**src/hw/rtl/lcdf_pkg.sv**
```systemverilog
// ----------------------------------------------------------------------------
// lcdf_pkg
// Types, codes and helpers shared by the 8080-style LCD transaction framer.
// ----------------------------------------------------------------------------
package lcdf_pkg;

   localparam int COUNT_W = 24;
   localparam int MAX_WORDS = 3;

   // item modes
   localparam logic [1:0] MODE_START = 2'd0;
   localparam logic [1:0] MODE_WRITE = 2'd1;
   localparam logic [1:0] MODE_READ  = 2'd2;

   // data formats
   localparam logic [1:0] FMT_8   = 2'd0;
   localparam logic [1:0] FMT_16  = 2'd1;
   localparam logic [1:0] FMT_RGB = 2'd2;
   localparam logic [1:0] FMT_RSV = 2'd3;

   // command sizes
   localparam logic [1:0] CSZ_NONE = 2'd0;
   localparam logic [1:0] CSZ_ONE  = 2'd1;
   localparam logic [1:0] CSZ_TWO  = 2'd2;
   localparam logic [1:0] CSZ_RSV  = 2'd3;

   typedef struct packed {
      logic [1:0]         mode;
      logic [15:0]        command;
      logic [1:0]         cmd_size;
      logic [1:0]         data_format;
      logic               fill;
      logic               is_read;
      logic [COUNT_W-1:0] count;
      logic [7:0]         dummy_count;
      logic [15:0]        pixel;
      logic [7:0]         bus_byte;
   } item_type;

   typedef struct packed {
      logic        reg_select;
      logic        write_strobe;
      logic [7:0]  byte_out;
      logic        pixel_valid;
      logic [15:0] pixel_out;
      logic        last;
      logic        error;
   } word_type;

   // results of one item, slot 0 goes out first
   typedef struct packed {
      word_type [MAX_WORDS-1:0] words;
      logic [1:0]               count;
   } bundle_type;

   function automatic word_type bus_word(input logic rs, input logic wr,
                                         input logic [7:0] b, input logic last);
      word_type w;
      w = '0;
      w.reg_select   = rs;
      w.write_strobe = wr;
      w.byte_out     = b;
      w.last         = last;
      return w;
   endfunction

   function automatic word_type error_word();
      word_type w;
      w = '0;
      w.error = 1'b1;
      return w;
   endfunction

endpackage

```
**src/hw/rtl/lcdf_ifs.sv**
```systemverilog
// ----------------------------------------------------------------------------
// lcdf channel interfaces
// Request, response and register-write channels with valid/ready.
// ----------------------------------------------------------------------------
interface lcdf_req_if;
   logic        valid;
   logic        ready;
   logic [1:0]  mode;
   logic [15:0] command;
   logic [1:0]  cmd_size;
   logic [1:0]  data_format;
   logic        fill;
   logic        is_read;
   logic [23:0] count;
   logic [7:0]  dummy_count;
   logic [15:0] pixel;
   logic [7:0]  bus_byte;

   modport source (output valid, mode, command, cmd_size, data_format, fill, is_read,
                   count, dummy_count, pixel, bus_byte, input ready);
   modport sink (input valid, mode, command, cmd_size, data_format, fill, is_read,
                 count, dummy_count, pixel, bus_byte, output ready);
endinterface

interface lcdf_rsp_if;
   logic        valid;
   logic        ready;
   logic        reg_select;
   logic        write_strobe;
   logic [7:0]  byte_out;
   logic        pixel_valid;
   logic [15:0] pixel_out;
   logic        last;
   logic        error;

   modport source (output valid, reg_select, write_strobe, byte_out, pixel_valid,
                   pixel_out, last, error, input ready);
   modport sink (input valid, reg_select, write_strobe, byte_out, pixel_valid,
                 pixel_out, last, error, output ready);
endinterface

interface lcdf_csr_if;
   logic valid;
   logic ready;
   logic rgb24_order;

   modport source (output valid, rgb24_order, input ready);
   modport sink (input valid, rgb24_order, output ready);
endinterface

```
**src/hw/rtl/parallel_lcd_transaction_framer_top.sv**
```systemverilog
// ----------------------------------------------------------------------------
// parallel_lcd_transaction_framer_top
// Frames command and pixel transactions for an 8-bit 8080-style LCD bus.
// ----------------------------------------------------------------------------
//
//   channel  dir  handshake       payload
//   req_if   in   valid / ready   mode, command, sizes, count, pixel, bus_byte
//   rsp_if   out  valid / ready   one bus byte / read pixel / last / error
//   csr_if   in   valid / ready   rgb24_order (always ready)
//
// Flow: a request word goes into the input register and is decoded
//   combinationally into 1 to 3 response words that load the result
//   register, which drives rsp_if. Rate: a request word is taken only
//   once the result register is empty or its last word is leaving; the
//   register drains one word a cycle while rsp_if.ready is high.
// Stalls: rsp_if.ready low holds the result register; the input register
//   still takes one more word. Reset is synchronous and clears all control state.
//
module parallel_lcd_transaction_framer_top #(
   parameter int COUNT_BITS   = 24,
   parameter int READ_SUPPORT = 1
) (
   input  logic       clock,
   input  logic       reset,
   lcdf_req_if.sink   req_if,
   lcdf_rsp_if.source rsp_if,
   lcdf_csr_if.sink   csr_if
);

   lcdf_pkg::item_type   req_item;
   lcdf_pkg::item_type   held_item;
   lcdf_pkg::bundle_type bundle;
   lcdf_pkg::word_type   rsp_word;
   logic                 held_valid;
   logic                 load_ok;
   logic                 fire;
   logic                 rgb24_order_ff;

   // pack request payload
   assign req_item.mode        = req_if.mode;
   assign req_item.command     = req_if.command;
   assign req_item.cmd_size    = req_if.cmd_size;
   assign req_item.data_format = req_if.data_format;
   assign req_item.fill        = req_if.fill;
   assign req_item.is_read     = req_if.is_read;
   assign req_item.count       = req_if.count;
   assign req_item.dummy_count = req_if.dummy_count;
   assign req_item.pixel       = req_if.pixel;
   assign req_item.bus_byte    = req_if.bus_byte;

   // engine consumes the held word once the result register can take it
   assign fire = held_valid && load_ok;

   // register write: the user must write only while idle; the block does not enforce it, no interlock
   assign csr_if.ready = 1'b1;

   always_ff @(posedge clock) begin
      if (reset) begin
         rgb24_order_ff <= 1'b0;
      end else if (csr_if.valid) begin
         rgb24_order_ff <= csr_if.rgb24_order;
      end
   end

   lcdf_in_stage u_in (
      .clock      (clock),
      .reset      (reset),
      .in_valid   (req_if.valid),
      .in_ready   (req_if.ready),
      .in_item    (req_item),
      .take       (fire),
      .held_valid (held_valid),
      .held_item  (held_item)
   );

   lcdf_engine #(
      .COUNT_BITS   (COUNT_BITS),
      .READ_SUPPORT (READ_SUPPORT)
   ) u_engine (
      .clock       (clock),
      .reset       (reset),
      .fire        (fire),
      .item        (held_item),
      .rgb24_order (rgb24_order_ff),
      .bundle      (bundle)
   );

   lcdf_out_queue u_out (
      .clock     (clock),
      .reset     (reset),
      .load      (fire),
      .bundle    (bundle),
      .load_ok   (load_ok),
      .out_valid (rsp_if.valid),
      .out_ready (rsp_if.ready),
      .out_word  (rsp_word)
   );

   // unpack response word
   assign rsp_if.reg_select   = rsp_word.reg_select;
   assign rsp_if.write_strobe = rsp_word.write_strobe;
   assign rsp_if.byte_out     = rsp_word.byte_out;
   assign rsp_if.pixel_valid  = rsp_word.pixel_valid;
   assign rsp_if.pixel_out    = rsp_word.pixel_out;
   assign rsp_if.last         = rsp_word.last;
   assign rsp_if.error        = rsp_word.error;

`ifndef SYNTH
   // a held request word is never dropped before the engine takes it
   a_held_kept: assert property (@(posedge clock) disable iff (reset)
      held_valid && !fire |=> held_valid)
      else $error("input register lost a word");

   // read pixels are data-phase words with no write strobe
   a_pixel_is_read: assert property (@(posedge clock) disable iff (reset)
      rsp_if.valid && rsp_if.pixel_valid |-> rsp_if.reg_select && !rsp_if.write_strobe)
      else $error("read pixel on a write or command word");

   // nothing comes out right after reset
   a_reset_quiet: assert property (@(posedge clock)
      reset |=> !rsp_if.valid)
      else $error("response valid after reset");
`endif

endmodule

```
**src/hw/rtl/lcdf_in_stage.sv**
```systemverilog
// ----------------------------------------------------------------------------
// lcdf_in_stage
// Input register: holds one request word until the engine takes it.
// ----------------------------------------------------------------------------
module lcdf_in_stage (
   input  logic               clock,
   input  logic               reset,
   input  logic               in_valid,
   output logic               in_ready,
   input  lcdf_pkg::item_type in_item,
   input  logic               take,
   output logic               held_valid,
   output lcdf_pkg::item_type held_item
);

   logic               valid_ff;
   logic               valid_in;
   lcdf_pkg::item_type item_ff;

   assign in_ready   = !valid_ff || take;
   assign valid_in   = (in_valid && in_ready) || (valid_ff && !take);
   assign held_valid = valid_ff;
   assign held_item  = item_ff;

   always_ff @(posedge clock) begin
      if (reset) begin
         valid_ff <= 1'b0;
      end else begin
         valid_ff <= valid_in;
      end
   end

   always_ff @(posedge clock) begin
      if (in_valid && in_ready) begin
         item_ff <= in_item;
      end
   end

endmodule

```
**src/hw/rtl/lcdf_engine.sv**
```systemverilog
// ----------------------------------------------------------------------------
// lcdf_engine
// Transaction state and per-word decode: builds up to three bus words.
// ----------------------------------------------------------------------------
module lcdf_engine #(
   parameter int COUNT_BITS   = 24,
   parameter int READ_SUPPORT = 1
) (
   input  logic                 clock,
   input  logic                 reset,
   input  logic                 fire,
   input  lcdf_pkg::item_type   item,
   input  logic                 rgb24_order,
   output lcdf_pkg::bundle_type bundle
);

   logic                  active_ff, active_in;
   logic                  is_read_ff, is_read_in;
   logic [1:0]            format_ff, format_in;
   logic                  fill_ff, fill_in;
   logic [COUNT_BITS-1:0] left_ff, left_in;
   logic [7:0]            dummies_ff, dummies_in;
   logic [15:0]           fill_value_ff, fill_value_in;
   logic [1:0]            rd_idx_ff, rd_idx_in;
   logic [15:0]           partial_ff, partial_in;

   logic [31:0]           cnt_wide;
   logic [COUNT_BITS-1:0] cnt;
   logic [COUNT_BITS-1:0] left_dec;
   logic                  left_done;

   assign cnt_wide  = {{(32 - lcdf_pkg::COUNT_W){1'b0}}, item.count};
   assign cnt       = cnt_wide[COUNT_BITS-1:0];
   assign left_dec  = left_ff - {{(COUNT_BITS-1){1'b0}}, 1'b1};
   assign left_done = (left_dec == '0);

   always_comb begin
      logic        fin;
      logic [1:0]  csz;
      logic [1:0]  fmt;
      logic [15:0] v;
      logic [7:0]  r8, g8, b8, hi, lo;
      logic [15:0] px;

      active_in     = active_ff;
      is_read_in    = is_read_ff;
      format_in     = format_ff;
      fill_in       = fill_ff;
      left_in       = left_ff;
      dummies_in    = dummies_ff;
      fill_value_in = fill_value_ff;
      rd_idx_in     = rd_idx_ff;
      partial_in    = partial_ff;
      bundle        = '0;
      bundle.count  = 2'd1;
      fin = 1'b0;
      csz = 2'd0;
      fmt = 2'd0;
      v   = 16'd0;
      r8  = 8'd0;
      g8  = 8'd0;
      b8  = 8'd0;
      hi  = 8'd0;
      lo  = 8'd0;
      px  = 16'd0;

      case (item.mode)
         lcdf_pkg::MODE_START: begin
            if (active_ff || (item.is_read && (READ_SUPPORT == 0))) begin
               bundle.words[0] = lcdf_pkg::error_word();
            end else begin
               csz = (item.cmd_size == lcdf_pkg::CSZ_RSV) ? lcdf_pkg::CSZ_TWO : item.cmd_size;
               fmt = (item.data_format == lcdf_pkg::FMT_RSV) ? lcdf_pkg::FMT_16
                                                              : item.data_format;
               fin = (cnt == '0);
               case (csz)
                  lcdf_pkg::CSZ_TWO: begin
                     bundle.words[0] = lcdf_pkg::bus_word(1'b0, 1'b1, item.command[15:8], 1'b0);
                     bundle.words[1] = lcdf_pkg::bus_word(1'b0, 1'b1, item.command[7:0], fin);
                     bundle.count    = 2'd2;
                  end
                  lcdf_pkg::CSZ_ONE: begin
                     bundle.words[0] = lcdf_pkg::bus_word(1'b0, 1'b1, item.command[7:0], fin);
                  end
                  default: begin
                     bundle.words[0] = lcdf_pkg::bus_word(1'b0, 1'b0, 8'd0, fin);
                  end
               endcase
               if (!fin) begin
                  active_in     = 1'b1;
                  is_read_in    = item.is_read;
                  format_in     = fmt;
                  fill_in       = item.fill;
                  left_in       = cnt;
                  dummies_in    = item.dummy_count;
                  fill_value_in = item.pixel;
                  rd_idx_in     = 2'd0;
                  partial_in    = 16'd0;
               end
            end
         end

         lcdf_pkg::MODE_WRITE: begin
            if (!active_ff || is_read_ff) begin
               bundle.words[0] = lcdf_pkg::error_word();
            end else begin
               v   = fill_ff ? fill_value_ff : item.pixel;
               fin = left_done;
               r8  = {v[15:11], 3'b000};
               g8  = {v[10:5], 2'b00};
               b8  = {v[4:0], 3'b000};
               left_in = left_dec;
               if (fin) begin
                  active_in = 1'b0;
               end
               case (format_ff)
                  lcdf_pkg::FMT_8: begin
                     bundle.words[0] = lcdf_pkg::bus_word(1'b1, 1'b1, v[7:0], fin);
                  end
                  lcdf_pkg::FMT_RGB: begin
                     bundle.words[0] = lcdf_pkg::bus_word(1'b1, 1'b1,
                                                          rgb24_order ? r8 : b8, 1'b0);
                     bundle.words[1] = lcdf_pkg::bus_word(1'b1, 1'b1, g8, 1'b0);
                     bundle.words[2] = lcdf_pkg::bus_word(1'b1, 1'b1,
                                                          rgb24_order ? b8 : r8, fin);
                     bundle.count    = 2'd3;
                  end
                  default: begin
                     bundle.words[0] = lcdf_pkg::bus_word(1'b1, 1'b1, v[15:8], 1'b0);
                     bundle.words[1] = lcdf_pkg::bus_word(1'b1, 1'b1, v[7:0], fin);
                     bundle.count    = 2'd2;
                  end
               endcase
            end
         end

         lcdf_pkg::MODE_READ: begin
            if (!active_ff || !is_read_ff || (READ_SUPPORT == 0)) begin
               bundle.words[0] = lcdf_pkg::error_word();
            end else if (dummies_ff != 8'd0) begin
               dummies_in      = dummies_ff - 8'd1;
               bundle.words[0] = lcdf_pkg::bus_word(1'b1, 1'b0, 8'd0, 1'b0);
            end else if ((format_ff == lcdf_pkg::FMT_16) && (rd_idx_ff == 2'd0)) begin
               partial_in      = {item.bus_byte, 8'd0};
               rd_idx_in       = 2'd1;
               bundle.words[0] = lcdf_pkg::bus_word(1'b1, 1'b0, 8'd0, 1'b0);
            end else if ((format_ff == lcdf_pkg::FMT_RGB) && (rd_idx_ff != 2'd2)) begin
               if (rd_idx_ff == 2'd0) begin
                  partial_in = partial_ff | {8'd0, item.bus_byte};
               end else begin
                  partial_in = partial_ff | {item.bus_byte, 8'd0};
               end
               rd_idx_in       = rd_idx_ff + 2'd1;
               bundle.words[0] = lcdf_pkg::bus_word(1'b1, 1'b0, 8'd0, 1'b0);
            end else begin
               case (format_ff)
                  lcdf_pkg::FMT_8: begin
                     px = {8'd0, item.bus_byte};
                  end
                  lcdf_pkg::FMT_RGB: begin
                     hi = rgb24_order ? partial_ff[7:0] : item.bus_byte;
                     lo = rgb24_order ? item.bus_byte : partial_ff[7:0];
                     px = {hi[7:3], partial_ff[15:10], lo[7:3]};
                  end
                  default: begin
                     px = partial_ff | {8'd0, item.bus_byte};
                  end
               endcase
               fin        = left_done;
               rd_idx_in  = 2'd0;
               partial_in = 16'd0;
               left_in    = left_dec;
               if (fin) begin
                  active_in = 1'b0;
               end
               bundle.words[0]             = lcdf_pkg::bus_word(1'b1, 1'b0, 8'd0, fin);
               bundle.words[0].pixel_valid = 1'b1;
               bundle.words[0].pixel_out   = px;
            end
         end

         default: begin
            bundle.words[0] = lcdf_pkg::error_word();
         end
      endcase
   end

   always_ff @(posedge clock) begin
      if (reset) begin
         active_ff     <= 1'b0;
         is_read_ff    <= 1'b0;
         format_ff     <= lcdf_pkg::FMT_8;
         fill_ff       <= 1'b0;
         left_ff       <= '0;
         dummies_ff    <= 8'd0;
         fill_value_ff <= 16'd0;
         rd_idx_ff     <= 2'd0;
         partial_ff    <= 16'd0;
      end else if (fire) begin
         active_ff     <= active_in;
         is_read_ff    <= is_read_in;
         format_ff     <= format_in;
         fill_ff       <= fill_in;
         left_ff       <= left_in;
         dummies_ff    <= dummies_in;
         fill_value_ff <= fill_value_in;
         rd_idx_ff     <= rd_idx_in;
         partial_ff    <= partial_in;
      end
   end

endmodule

```
**src/hw/rtl/lcdf_out_queue.sv**
```systemverilog
// ----------------------------------------------------------------------------
// lcdf_out_queue
// Result register: holds one item's words, hands one out per ready cycle.
// ----------------------------------------------------------------------------
module lcdf_out_queue (
   input  logic                 clock,
   input  logic                 reset,
   input  logic                 load,
   input  lcdf_pkg::bundle_type bundle,
   output logic                 load_ok,
   output logic                 out_valid,
   input  logic                 out_ready,
   output lcdf_pkg::word_type   out_word
);

   logic [1:0]                                     count_ff, count_in;
   lcdf_pkg::word_type [lcdf_pkg::MAX_WORDS-1:0]   words_ff, words_in;
   logic                                           take;

   assign out_valid = (count_ff != 2'd0);
   assign out_word  = words_ff[0];
   assign take      = out_valid && out_ready;
   assign load_ok   = (count_ff == 2'd0) || ((count_ff == 2'd1) && take);

   always_comb begin
      count_in = count_ff;
      words_in = words_ff;
      if (load) begin
         count_in = bundle.count;
         words_in = bundle.words;
      end else if (take) begin
         count_in    = count_ff - 2'd1;
         words_in[0] = words_ff[1];
         words_in[1] = words_ff[2];
      end
   end

   always_ff @(posedge clock) begin
      if (reset) begin
         count_ff <= 2'd0;
      end else begin
         count_ff <= count_in;
      end
   end

   always_ff @(posedge clock) begin
      words_ff <= words_in;
   end

endmodule

```
**src/flat_wrapper.sv**
```systemverilog
// flat-port wrapper written by rule: the top's interface ports become plain ports
module parallel_lcd_transaction_framer_top_flat 
#(
   parameter int COUNT_BITS   = 24,
   parameter int READ_SUPPORT = 1
)
  (clock, reset, req_if_valid, req_if_mode, req_if_command, req_if_cmd_size, req_if_data_format, req_if_fill, req_if_is_read, req_if_count, req_if_dummy_count, req_if_pixel, req_if_bus_byte, req_if_ready, rsp_if_valid, rsp_if_reg_select, rsp_if_write_strobe, rsp_if_byte_out, rsp_if_pixel_valid, rsp_if_pixel_out, rsp_if_last, rsp_if_error, rsp_if_ready, csr_if_valid, csr_if_rgb24_order, csr_if_ready);
  lcdf_req_if req_if_i ();
  lcdf_rsp_if rsp_if_i ();
  lcdf_csr_if csr_if_i ();
  input  logic clock;
  input  logic reset;
  input wire logic [$bits(req_if_i.valid)-1:0] req_if_valid;
  input wire logic [$bits(req_if_i.mode)-1:0] req_if_mode;
  input wire logic [$bits(req_if_i.command)-1:0] req_if_command;
  input wire logic [$bits(req_if_i.cmd_size)-1:0] req_if_cmd_size;
  input wire logic [$bits(req_if_i.data_format)-1:0] req_if_data_format;
  input wire logic [$bits(req_if_i.fill)-1:0] req_if_fill;
  input wire logic [$bits(req_if_i.is_read)-1:0] req_if_is_read;
  input wire logic [$bits(req_if_i.count)-1:0] req_if_count;
  input wire logic [$bits(req_if_i.dummy_count)-1:0] req_if_dummy_count;
  input wire logic [$bits(req_if_i.pixel)-1:0] req_if_pixel;
  input wire logic [$bits(req_if_i.bus_byte)-1:0] req_if_bus_byte;
  output wire logic [$bits(req_if_i.ready)-1:0] req_if_ready;
  output wire logic [$bits(rsp_if_i.valid)-1:0] rsp_if_valid;
  output wire logic [$bits(rsp_if_i.reg_select)-1:0] rsp_if_reg_select;
  output wire logic [$bits(rsp_if_i.write_strobe)-1:0] rsp_if_write_strobe;
  output wire logic [$bits(rsp_if_i.byte_out)-1:0] rsp_if_byte_out;
  output wire logic [$bits(rsp_if_i.pixel_valid)-1:0] rsp_if_pixel_valid;
  output wire logic [$bits(rsp_if_i.pixel_out)-1:0] rsp_if_pixel_out;
  output wire logic [$bits(rsp_if_i.last)-1:0] rsp_if_last;
  output wire logic [$bits(rsp_if_i.error)-1:0] rsp_if_error;
  input wire logic [$bits(rsp_if_i.ready)-1:0] rsp_if_ready;
  input wire logic [$bits(csr_if_i.valid)-1:0] csr_if_valid;
  input wire logic [$bits(csr_if_i.rgb24_order)-1:0] csr_if_rgb24_order;
  output wire logic [$bits(csr_if_i.ready)-1:0] csr_if_ready;
  assign req_if_i.valid = req_if_valid;
  assign req_if_i.mode = req_if_mode;
  assign req_if_i.command = req_if_command;
  assign req_if_i.cmd_size = req_if_cmd_size;
  assign req_if_i.data_format = req_if_data_format;
  assign req_if_i.fill = req_if_fill;
  assign req_if_i.is_read = req_if_is_read;
  assign req_if_i.count = req_if_count;
  assign req_if_i.dummy_count = req_if_dummy_count;
  assign req_if_i.pixel = req_if_pixel;
  assign req_if_i.bus_byte = req_if_bus_byte;
  assign req_if_ready = req_if_i.ready;
  assign rsp_if_valid = rsp_if_i.valid;
  assign rsp_if_reg_select = rsp_if_i.reg_select;
  assign rsp_if_write_strobe = rsp_if_i.write_strobe;
  assign rsp_if_byte_out = rsp_if_i.byte_out;
  assign rsp_if_pixel_valid = rsp_if_i.pixel_valid;
  assign rsp_if_pixel_out = rsp_if_i.pixel_out;
  assign rsp_if_last = rsp_if_i.last;
  assign rsp_if_error = rsp_if_i.error;
  assign rsp_if_i.ready = rsp_if_ready;
  assign csr_if_i.valid = csr_if_valid;
  assign csr_if_i.rgb24_order = csr_if_rgb24_order;
  assign csr_if_ready = csr_if_i.ready;
  parallel_lcd_transaction_framer_top #(.COUNT_BITS(COUNT_BITS), .READ_SUPPORT(READ_SUPPORT)) u_core (.clock(clock), .reset(reset), .req_if(req_if_i), .rsp_if(rsp_if_i), .csr_if(csr_if_i));
endmodule
```
**config.mk**
```make
export PLATFORM = sky130hd
export DESIGN_NAME = parallel_lcd_transaction_framer_top_flat
export DESIGN_NICKNAME = d
export VERILOG_FILES = /design/src/hw/rtl/lcdf_pkg.sv /design/src/hw/rtl/lcdf_ifs.sv /design/src/hw/rtl/parallel_lcd_transaction_framer_top.sv /design/src/hw/rtl/lcdf_in_stage.sv /design/src/hw/rtl/lcdf_engine.sv /design/src/hw/rtl/lcdf_out_queue.sv /design/src/flat_wrapper.sv
export SDC_FILE = /design/constraint.sdc
export NUM_CORES = 1
export LEC_CHECK = 0
export BUFFER_PORTS_ARGS = -buffer_cell sky130_fd_sc_hd__clkbuf_2
export CAP_MARGIN = 20
export CORE_MARGIN = 5
export CORE_UTILIZATION = 58
export DETAILED_ROUTE_END_ITERATION = 16
export GPL_TIMING_DRIVEN = 0
export PLACE_DENSITY = 0.78
export SYNTH_ARGS = -nofsm -noshare
export SYNTH_HDL_FRONTEND = slang
export SYNTH_SLANG_ARGS = --single-unit
```
**constraint.sdc**
```tcl
create_clock -name clock -period 3.6 [get_ports clock]
set_input_delay 0.36 -clock clock [delete_from_list [all_inputs] [get_ports clock]]
set_output_delay 0.36 -clock clock [all_outputs]
set_load 0.02 [all_outputs]
```
# After elaboration in Yosys (flattened, before gate mapping)
# Index checks and enable logic that the tools add are counted.
# op_classes
shift	0
n_reduce_logical	34
n_mul	0
eq_ne	18
magnitude_cmp	0
addsub	4
n_bitwise	6
n_mux	69
div_mod_pow	0
# ops
operator	n
$mux 24	7
$mux 16	8
$mux 29	4
$mux 58	2
$pmux 29 s2	2
$pmux 29 s3	1
$mux 28	3
$pmux 24 s3	1
$mux 8	8
$pmux 16 s2	2
$mux 19	3
$pmux 28 s2	1
$pmux 27 s2	1
$logic_not 24->1	2
$mux 2	13
$sub 24x1->24 const B	1
$ne 2x2->1 const B	9
$or 16x16->16	1
$or 16x8->16	1
$pmux 8 s2	1
$pmux 2 s2	3
$reduce_and 6->1	2
$eq 2x2->1 const B	5
$reduce_and 9->1	1
18 further kinds	49
# word_totals
latch_bits	0
regBits	242
memories	0
word_cells	174
mem_bits_rw	0
rom_bits	0
in_bits	86

# Logic depth before layout (Yosys ltp)
# Gate-level depths: netlist (run 1).
# logic_depth
depth_word	8
mapped_depth	11
depth_no_buf	8

# Cells and area by module
# Synthesis (run 1) repeated with hierarchy kept, for this count alone.
# unflattened
hier_cells	1040
area_unflattened_um2	12146.6
# modules_own_cells
mod	seq_area_each_um2	area_per_inst_um2	cells_per_inst	n_inst
lcdf_engine	1421.4	5706.7	749	1
lcdf_out_queue	2652.5	3931.3	200	1
lcdf_in_stage	2422.3	2457.4	85	1
parallel_lcd_transaction_framer_top	20.0	51.3	6	1

# Least setup slack after synthesis (run 1)
# OpenSTA, ideal clock, no wires.
# synth_timing
path_type	register -> register
startpoint	reg u_core.u_out.count_ff[0]
endpoint	reg u_core.u_in.item_ff, in the netlist u_core.u_in.held_item[0], enable pin
n_path_buf	0
arrival_ns	2.715
path_slack_ns	0.438
path_stages_with_launch	6
t_required_ns	3.153
path_cell_list	dfxtp_1 inv_1 ha_1 a21oi_1 nand2_1 and2_1
# synth_via
elab_chain_cells	7
# synth_rtl
item	line_no	text
start: declaration	lcdf_out_queue.sv:16	logic [1:0] count_ff, count_in;
start signal: assignment	lcdf_out_queue.sv:42	count_ff <= count_in;
$reduce_bool 2->1	lcdf_out_queue.sv:20	assign out_valid = (count_ff != 2'd0);
$logic_and 1x1->1	lcdf_out_queue.sv:22	assign take = out_valid && out_ready;
$logic_and 1x1->1	lcdf_out_queue.sv:23	assign load_ok = (count_ff == 2'd0) || ((count_ff == 2'd1) && take);
$logic_or 1x1->1 (*)	lcdf_out_queue.sv:23	
$logic_and 1x1->1 (*)	parallel_lcd_transaction_framer_top.sv:52	assign fire = held_valid && load_ok;
$logic_or 1x1->1 (*)	lcdf_in_stage.sv:20	assign in_ready = !valid_ff || take;
via req_if_ready	flat_wrapper.sv:24	output wire logic [$bits(req_if_i.ready)-1:0] req_if_ready;
$logic_and 1x1->1 (*)	lcdf_in_stage.sv:34	if (in_valid && in_ready) begin
end signal: assignment	lcdf_in_stage.sv:35	item_ff <= in_item;
end: declaration	lcdf_in_stage.sv:18	lcdf_pkg::item_type item_ff;
# The timed path passes the listed nets; every way through them passes the cells marked *.
# A chain may end at the register's enable or synchronous reset.

==> metrics, run 1 <==
Iteration-0 DRC Markers slightly above 800; Post-DRT Antenna Nets 0; CP Class flip-flop to flip-flop; Sw Ratio around 30%; DRC viols 0; first-pass GRT wire length ~37 mm; Non-Filler Instances between 1000 and 1500; worst hold path cell count 1; floorplan core area roughly 16000 um2; Sum Neg Setup Slack 0 ns; post-synth top area cell edfxtp_1; main area contributors after synthesis edfxtp_1 39%, dfxtp_1 15%, mux2i_1 5.8%, nor2_1 3.2%, a21oi_1 2.9%; Gates resized, CTS repair 0; Req. time, crit path between 3 and 4 ns; async set-or-reset flop fraction in the synthesized netlist 0%; worst-margin pin slew 0.826 ns; Gate Count Post-Synth 900; Startpoint Class flip-flop; Slew Viols, Final 0; Synth top area share a little under 40%; Ant. Diodes 0; Worst R2R Path Depth 8; num rows 47; worst r2r dst u_core.u_out.out_word[1]; worst r2r src u_core.u_engine.left_ff[0]; clk sinks between 200 and 250; final hold vios 0; number of synthesized flops with an enable pin around 130; # IOs about 120; worst hold endpoint u_core.u_in.held_item[21]; vias roughly 7600; Syn Area/Cell 10.8 um2; Area Overhead vs Synth 16.8%; Synth Flop Type edfxtp_1; maximum clock path buffer count 3; Die H 139 um; Post-CTS Hold Buffers 0; crit path capture type flip-flop; clock share of power roughly 34%; Starting Density a little under 60%; placed wire-length estimate between 15 and 20 mm; cell area after synthesis between 9000 and 10000 um2; class of the worst hold path primary input to flip-flop; arrival time at the worst endpoint 3.23 ns; Comb pwr share 22.8%; final cycle utilization of the critical path between 80% and 90%; Clk Latency, worst-skew pair 0.52 ns; grt ovf 0; Clk pin slew, worst setup/hold paths approximately 0.06 ns; hold path start req_if_pixel[13]; count leader, synth edfxtp_1; Tmin final 2.97 ns; Sequential Power Share 43.4%; CTS tree yes; Total GRT Usage between 20% and 30%; RSZ-0062 raised after global routing false; Worst VDD drop between 0.5 and 0.6 mV; DR pass1 iterations 6; Synth Warn # 0; Fin Hold WS roughly 0.018 ns; Max-slew headroom roughly 44%; max capacitance violation total 0; skew final 0.0204 ns; Via-to-Cell Ratio about 6; port bufs 115; gpl congestion between 0.9 and 1; Die Span X approximately 140 um; Post-Route WL about 24 mm; placed insts roughly 1200; FF-to-FF setup slack between 0.6 and 0.7 ns; Worst Setup Slack, final 0.633 ns; synthesized flop and latch total between 200 and 250; maximum clock rate approximately 340 MHz; H-tree Lvls 1; Post-Syn Nets roughly 1000; register area share after synthesis 54.9%; Power Density just under 600 nW/um2; vias in the first global route around 7300; Internal Power ~4700 uW; Leak approximately 0.0044 uW; pre-CTS WS 0.730 ns; critical path fanouts, max 8; CTS Buf Count 22; largest net degree at the start of global routing 43; Root Driver clkbuf_16; initial antenna violation count 0; post-CTS setup repair buffer count 0; status finished, final reports clean; share of cells above drive strength 1 around a fifth; Avg WL per Cell 18.5 um; # fillers 1309; # setup viols final 0; P_sw around 2000 uW; die area about 19000 um2; Netlist cell types 70; Core Util, Final between 60% and 70%; # nets final ~1100; Post-synth top cells 127 x edfxtp_1, 83 x nor2_1, 75 x dfxtp_1
[cell families after synthesis]
kind of cell | share of synthesized area [%]
adders and majority gates | 1.42
and+or+nand+nor | 14.9
AOI/OAI and AO/OA | 15.4
muxes | 7.30
other | 0.0387
xor gates and xnor gates | 0.633
buffers and inverters | 5.46
DFF | 54.9
[final cells by class]
| type | instances | area, um2 | area share [%] |
|---|---|---|---|
| Sequential cell | 202 | 5320 | 47.0 |
| Multi-Input combinational cell | 592 | 3850 | 34.0 |
| Timing Repair Buffer | 117 | 616 | 5.44 |
| Clock buffer | 24 | 558 | 4.93 |
| Buffer | 80 | 432 | 3.81 |
| Tap cell | 220 | 275 | 2.43 |
| Clock inverter | 15 | 176 | 1.56 |
| Inverter | 26 | 97.6 | 0.862 |
[placed cells by master, fill, tap and decap left out, types with 6 or more instances in the layout]
cell type / n
o22ai_1: 10
mux2i_1: 56
a31oi_1: 16
buf_4: 25
nor2_1: 83
a22oi_1: 13
clkbuf_2: 115
nand2_1: 70
nor2b_1: 25
o21ai_0: 49
nand3_1: 10
clkbuf_16: 22
edfxtp_1: 127
nor4_1: 15
a211oi_1: 7
xnor2_1: 6
a211o_1: 7
a22o_1: 14
nor3_1: 12
inv_1: 25
dfxtp_1: 75
nand2b_1: 7
nor2_4: 9
ha_1: 11
and3_1: 6
o32ai_1: 16
a21oi_1: 57
clkbuf_1: 44
mux2_2: 13
[routing by layer]
layer  track usage [%]  vias to the layer above  wire length [um]
met1              33.3                     3564             10000
met4              7.26                        0               740
met3              4.94                       68              2210
met5                 0                        -                 0
met2              36.5                      403             10600
li1                  -                     3607                 -
[how the worst max path moves through the flow]
stage                                           from                             to  slack [ns]
after detailed placement  u_core.u_engine.left_ff[0]       u_core.u_out.out_word[1]        0.73
after floorplan             u_core.u_out.count_ff[0]       u_core.u_in.held_item[0]        0.44
final                     u_core.u_engine.left_ff[0]       u_core.u_out.out_word[1]        0.63
after global placement      u_core.u_out.count_ff[0]       u_core.u_in.held_item[5]       -0.12
after CTS                 u_core.u_engine.left_ff[0]       u_core.u_out.out_word[1]        0.72
after global routing       u_core.u_in.held_item[54]  u_core.u_engine.partial_ff[1]        0.44
[sequential cells by signal, indices dropped and copies added, names as in the netlist, 2 cells and up]
| signal | cells |
|---|---|
| u_core.u_engine.dummies_ff | 8 |
| u_core.u_engine.partial_ff | 16 |
| u_core.u_engine.left_ff | 24 |
| u_core.u_in.held_item | 80 |
| u_core.u_out.out_word | 29 |
| u_core.u_engine.format_ff | 2 |
| u_core.u_engine.fill_value_ff | 16 |
| u_core.u_out.words_ff | 18 |
| u_core.u_out.count_ff | 2 |
| u_core.u_engine.rd_idx_ff | 2 |
[power by group through the flow]
stage / Combinational (uW) / Sequential, uW / Clock (uW)
after floorplan: 1060 / 2940 / 0
after global placement: 1460 / 2970 / 0
after detailed placement: 1500 / 2950 / 0
after CTS: 1510 / 2910 / 2300
after global routing: 1650 / 2930 / 2410
final: 1530 / 2910 / 2270
[critical path: stages (launching register included)]
cell,delay (ns)
dfxtp_1,0.36
inv_1,0.11
ha_1,0.30
nor4b_1,0.71
nand3_1,0.22
or3_1,0.47
xnor2_1,0.22
nor2_1,0.11
a41o_1,0.22
[metrics by stage]
stage | total power (uW) | cell area, um2
global placement | 4430 | 10500
CTS | 6720 | 11300
floorplan | 4000 | 9690
detailed placement | 4460 | 10600
finish | 6710 | 11300
global route | 6990 | 11300
(Power assumes the default switching activity.)
==> inputs of run 2 (changes only) <==
--- a/config.mk
+++ b/config.mk
@@ -8,10 +8,10 @@
 export BUFFER_PORTS_ARGS = -buffer_cell sky130_fd_sc_hd__clkbuf_2
 export CAP_MARGIN = 20
 export CORE_MARGIN = 5
-export CORE_UTILIZATION = 58
+export CORE_UTILIZATION = 53
 export DETAILED_ROUTE_END_ITERATION = 16
 export GPL_TIMING_DRIVEN = 0
-export PLACE_DENSITY = 0.78
+export PLACE_DENSITY = 0.75
 export SYNTH_ARGS = -nofsm -noshare
 export SYNTH_HDL_FRONTEND = slang
 export SYNTH_SLANG_ARGS = --single-unit
==> constraint.sdc (replaced) <==
create_clock -name clock -period 2.4 [get_ports clock]
set_input_delay 0.24 -clock clock [delete_from_list [all_inputs] [get_ports clock]]
set_output_delay 0.24 -clock clock [all_outputs]
set_load 0.02 [all_outputs]
==> run 2 against run 1 <==
Utilization up 1.1 points. Design area up 11%. Global-route usage up 0.57 points. Register-to-register slack worse by 0.55 ns. Largest cell class unchanged. Critical path type unchanged. Critical path depth unchanged.
==> metrics, run 2 (synthesis gave the netlist of run 1 again) <==
status finished, final reports clean; Die Span X 145 um (+4.3%); final hold vios 0 (unchanged); CP Class flip-flop to flip-flop; # IOs 118 (unchanged); most frequent cells in the layout 127 x edfxtp_1, 120 x clkbuf_2, 82 x dlygate4sd3_1, 78 x nor2_1, 73 x dfxtp_1; Fin Hold WS 0.0140 ns (-0.00366 ns); Starting Density 53.9% (-4.9 points); Clk pin slew, worst setup/hold paths 0.06 ns (about the same); Leak 0.00489 uW (+12%); max capacitance violation total 0 (unchanged); Worst path max stage delay 0.43 ns (-0.28 ns); initial antenna violation count 0 (unchanged); num rows 49 (+4.3%); skew final 0.0194 ns (-0.00106 ns); FF-to-FF setup slack 0.08 ns (-0.55 ns); clock share of power 32.6% (-1.3 points); vias in the first global route 7809 (+7.4%); worst hold endpoint u_core.rgb24_order_ff; Die H 145 um (+4.3%); DRC viols 0 (unchanged); Area Overhead vs Synth 29.5%; Worst path slowest cell or4_4; Tmin final 2.32 ns (-0.647 ns); worst r2r src u_core.u_engine.dummies_ff[7]; CP cell instances nor4_4 > and2_4 > nand2_4 > or4_4 > or2_4 > buf_6 > clkbuf_16 > nor2_4; DR pass1 iterations 6 (unchanged); Core Util, Final 69.8% (+1.1 points); max reg flops 80 (unchanged); Post-DRT Antenna Nets 0 (unchanged); Total GRT Usage 24.1% (+0.57 points); CTS Buf Count 23 (+4.5%); Pwr Total 10500 uW (+56%); port bufs 115 (unchanged); clk sinks 202 (unchanged); share of cells above drive strength 1 24.7% (+3.4 points); critical path fanouts, max 5 (-3); Startpoint Class flip-flop; Slew Viols, Final 0 (unchanged); worst hold path cell count 3 (+2); Ant. Diodes 0 (unchanged); # nets final 1228 (+7.9%); vias 8108 (+6.1%); largest net degree at the start of global routing 47 (+9.3%); maximum clock rate 431 MHz (+28%); gpl congestion 0.925 (-0.96%); placed wire-length estimate 16.9 mm (+1.7%); Via-to-Cell Ratio 5.89 (-1.7%); Comb pwr share 25.4% (+2.6 points); CTS tree yes; class of the worst hold path primary input to flip-flop; crit path capture type flip-flop; Req. time, crit path 2.77 ns (-1.09 ns); Sw Ratio 30.1% (+0.34 points); Worst VDD drop 0.690 mV (+27%); first-pass GRT wire length 42.2 mm (+12%); Avg WL per Cell 19.4 um (+5.1%); arrival time at the worst endpoint 2.69 ns (-0.54 ns); floorplan core area 18000 um2 (+9.1%); Worst R2R Path Depth 8 (unchanged); # setup viols final 0 (unchanged); hold path start csr_if_valid; Root Driver clkbuf_16; Worst Path Buf+Inv 2 (+1); Max-slew headroom 52.4% (+8.3 points); Clk Latency, worst-skew pair 0.52 ns (about the same); worst r2r dst u_core.u_out.out_word[15]; Post-Route WL 26.7 mm (+13%); maximum clock path buffer count 3 (unchanged); Sequential Power Share 42.0% (-1.4 points); Internal Power 7310 uW (+55%); H-tree Lvls 1 (unchanged); grt ovf 0 (unchanged); final cycle utilization of the critical path 96.7% (+14 points); worst-margin pin slew 0.713 ns (-0.112 ns); Iteration-0 DRC Markers 1042 (+26%); P_sw 3150 uW (+58%); Worst path top cell family by delay simple AND/OR/NAND/NOR gates; Power Density 833 nW/um2 (+41%); most common cell after layout, fill and taps aside edfxtp_1; die area 21100 um2 (+8.7%)
## run 2: what timing repair did
action / in CTS / in global routing
cloned: 0 / 2
hold buffers: 82 / 0
endpoints found under the hold margin: 82 / 0
gates resized for setup: 36 / 54
pin swaps: 1 / 6
setup endpoints to repair: 101 / 95
buffers inserted: 6 / 4
## run 2: worst max path at each step
stage	endpoint	from	cells after the start
2_1_floorplan	u_core.u_out.words_ff[30]	u_core.u_engine.left_ff[0]	8
3_3_place_gp	u_core.u_out.words_ff[30]	u_core.u_engine.left_ff[0]	8
3_5_place_dp	u_core.u_out.words_ff[30]	u_core.u_engine.left_ff[0]	8
4_1_cts	u_core.u_engine.fill_value_ff[10]	u_core.u_in.held_item[42]	8
5_1_grt	u_core.u_out.words_ff[30]	u_core.u_engine.left_ff[0]	8
6_report	u_core.u_out.out_word[15]	u_core.u_engine.dummies_ff[7]	8
## run 2: worst reg2reg max path: cells and delay by family (launching register included)
family	cells	cell delay [ns]
flip-flops	1	0.37
buffers and inverters	2	0.31
AND/OR/NAND/NOR	6	1.50
## run 2: area by class of cell
cell class                      count  area [um2]
Fill cell                        1355        5420
Sequential cell                   202        5320
Multi-Input combinational cell    592        4120
Timing Repair Buffer              211        1540
Clock buffer                       37         678
Buffer                             75         455
Tap cell                          229         287
Inverter                           26        97.6
Clock inverter                      5        52.6
## run 2: per-layer routing
metal	track usage, %	share of wire [%]	wire length (um)
met5	0	0	0
met4	6.81	2.2	585
met3	4.30	8.8	2350
met2	39.2	48	12800
met1	33.2	41	11000
## run 2: stage by stage
| step | setup WS, ns | instance area [um2] | instances | setup TNS [ns] |
|---|---|---|---|---|
| floorplan | 0.0355 | 9690 | 900 | 0 |
| detailed placement | -0.562 | 10600 | 1246 | -22.32 |
| finish | 0.0801 | 12500 | 1377 | 0 |
| global placement | -0.577 | 10600 | 1244 | -38.53 |
| global route | -0.00914 | 12500 | 1377 | -0.0156 |
| CTS | 0.00627 | 12300 | 1373 | 0 |
## run 2: power groups by stage
stage / clock [uW] / combinational, uW / sequential [uW]
after CTS: 3450 / 2500 / 4370
after global routing: 3600 / 2860 / 4420
after global placement: 0 / 2210 / 4440
final: 3410 / 2650 / 4390
after floorplan: 0 / 1600 / 4400
after detailed placement: 0 / 2280 / 4430
==> inputs of run 3 (changes only) <==
==> constraint.sdc (replaced) <==
create_clock -name clock -period 2 [get_ports clock]
set_input_delay 0.2 -clock clock [delete_from_list [all_inputs] [get_ports clock]]
set_output_delay 0.2 -clock clock [all_outputs]
set_load 0.02 [all_outputs]
==> run 3 against run 2 <==
The run now ends with setup timing left. Non-clock buffer count up 58. Fmax up 2.4%. Die area unchanged. Via count up 6.6%. Total power up 28%. First-iteration DRC count down 8.3%. Global-route usage up 1.0 points. Sequential cell count unchanged. Clock power up 19%. Largest cell class unchanged.
==> metrics, run 3 (synthesis gave the netlist of run 1 again) <==
status finished with violations; failing checks setup timing; critical path fanouts, max 6 (+1); vias 8647 (+6.6%); arrival time at the worst endpoint 2.63 ns (-0.06 ns); Slew Viols, Final 0 (unchanged); Ant. Diodes 0 (unchanged); Max-slew headroom 40.9% (-12 points); top sig layer met4; final cycle utilization of the critical path 113% (+17 points); WL met1 11.7 mm (+6.1%); Root Driver clkbuf_16; max capacitance violation total 0 (unchanged); most common cell after layout, fill and taps aside edfxtp_1; # setup viols final 94 (+94); # nets final 1287 (+4.8%); Post-Route WL 29.3 mm (+9.7%); Clk pin slew, worst setup/hold paths 0.06 ns (about the same); Clk Latency, worst-skew pair 0.51 ns (about the same); gpl congestion 0.945 (+2.2%); maximum clock rate 441 MHz (+2.4%); Total GRT Usage 25.1% (+1.0 points); H-tree Lvls 1 (unchanged); Avg WL per Cell 20.4 um (+5.2%); share of cells above drive strength 1 38.1% (+13 points); CTS Buf Count 22 (-4.3%); Leak 0.00544 uW (+11%); worst-margin pin slew 0.886 ns (+0.173 ns); clk sinks 202 (unchanged); Worst Setup Slack, final -0.267 ns (-0.347 ns); Iteration-0 DRC Markers 956 (-8.3%); Req. time, crit path 2.36 ns (-0.41 ns); Area Overhead vs Synth 44.3%; grt ovf 0 (unchanged); pre-CTS WS -0.752 ns (-0.190 ns); most frequent cells in the layout 127 x edfxtp_1, 123 x clkbuf_2, 83 x dlygate4sd3_1, 80 x buf_4, 73 x nor2_1; Tmin final 2.27 ns (-0.0533 ns); die area 21100 um2 (unchanged); CTS tree yes; # IOs 118 (unchanged); class of the worst hold path primary input to flip-flop; Post-DRT Antenna Nets 0 (unchanged); Starting Density 53.9% (unchanged); vias in the first global route 8328 (+6.6%); Die Span X 145 um (unchanged); Via-to-Cell Ratio 6.03 (+2.3%); RSZ-0062 raised after global routing true; Power Density 955 nW/um2 (+15%); largest net degree at the start of global routing 41 (-13%); placed wire-length estimate 17.0 mm (+0.24%); first-pass GRT wire length 43.9 mm (+4.2%); num rows 49 (unchanged); Fin Hold WS 0.145 ns (+0.131 ns); DR pass1 iterations 7 (+1); Core Util, Final 77.8% (+8.0 points); Die H 145 um (unchanged); maximum clock path buffer count 3 (unchanged); met2 routed WL 14.1 mm (+11%); port bufs 115 (unchanged); Sum Neg Setup Slack -13.17 ns (-13.17 ns); DRC viols 0 (unchanged); Pwr Total 13400 uW (+28%); Worst VDD drop 0.893 mV (+29%); crit path capture type flip-flop; metal3 WL 2.50 mm (+6.5%); floorplan core area 18000 um2 (unchanged); skew final 0.0174 ns (-0.00198 ns); Startpoint Class flip-flop; max reg flops 80 (unchanged); CP Class flip-flop to flip-flop; initial antenna violation count 0 (unchanged); final hold vios 0 (unchanged)
run 3: power by group:
part           switching (uW)  total [uW]  internal [uW]
Clock                    1640        4050           2400
Sequential                307        5310           5010
Combinational            2270        3990           1730
run 3: timing repair:
item | 4_1_cts | 5_1_grt
pin swaps | 41 | 43
endpoints found under the hold margin | 82 | 0
hold buffers | 83 | 0
setup buffers | 42 | 30
endpoints found under the setup margin | 237 | 110
gates cloned | 7 | 4
gates resized for setup | 159 | 110
run 3: final timing paths:
kind,from,to,slack (ns),cells past startpoint
max,u_core.u_engine.dummies_ff[1],u_core.u_out.out_word[4],-0.27,10
min,rsp_if_ready,u_core.u_in.held_valid,0.15,4
max reg2reg,u_core.u_engine.dummies_ff[1],u_core.u_out.out_word[4],-0.27,10
min reg2reg,u_core.u_in.held_item[57],u_core.u_engine.fill_ff,0.49,2
run 3: worst max-delay path, cell delays in order, from the launching register on:
cell and delay [ns]:
dfxtp_2 0.33, inv_2 0.07, ha_4 0.12, nor3b_4 0.24
and2_4 0.21, nand2_4 0.07, or4_4 0.43, or2_1 0.26
buf_6 0.16, buf_12 0.13, a21oi_2 0.10
run 3: area by class of cell:
type | instances | area, um2
Buffer | 72 | 582
Clock buffer | 31 | 616
Clock inverter | 9 | 93.8
Fill cell | 1074 | 3980
Inverter | 26 | 103
Multi-Input combinational cell | 594 | 4840
Sequential cell | 202 | 5330
Tap cell | 229 | 287
Timing Repair Buffer | 272 | 2130
run 3: metal layers:
layer,track usage (%),vias to the layer above
met2,41.0,488
met3,4.61,101
met1,34.4,4149
li1,-,3909
met5,0,-
met4,7.46,0
run 3: stage by stage:
| step | std cells | cell area, um2 |
|---|---|---|
| global placement | 1244 | 10700 |
| finish | 1435 | 14000 |
| floorplan | 900 | 9860 |
| detailed placement | 1244 | 10700 |
| CTS | 1409 | 13300 |
| global route | 1435 | 14000 |
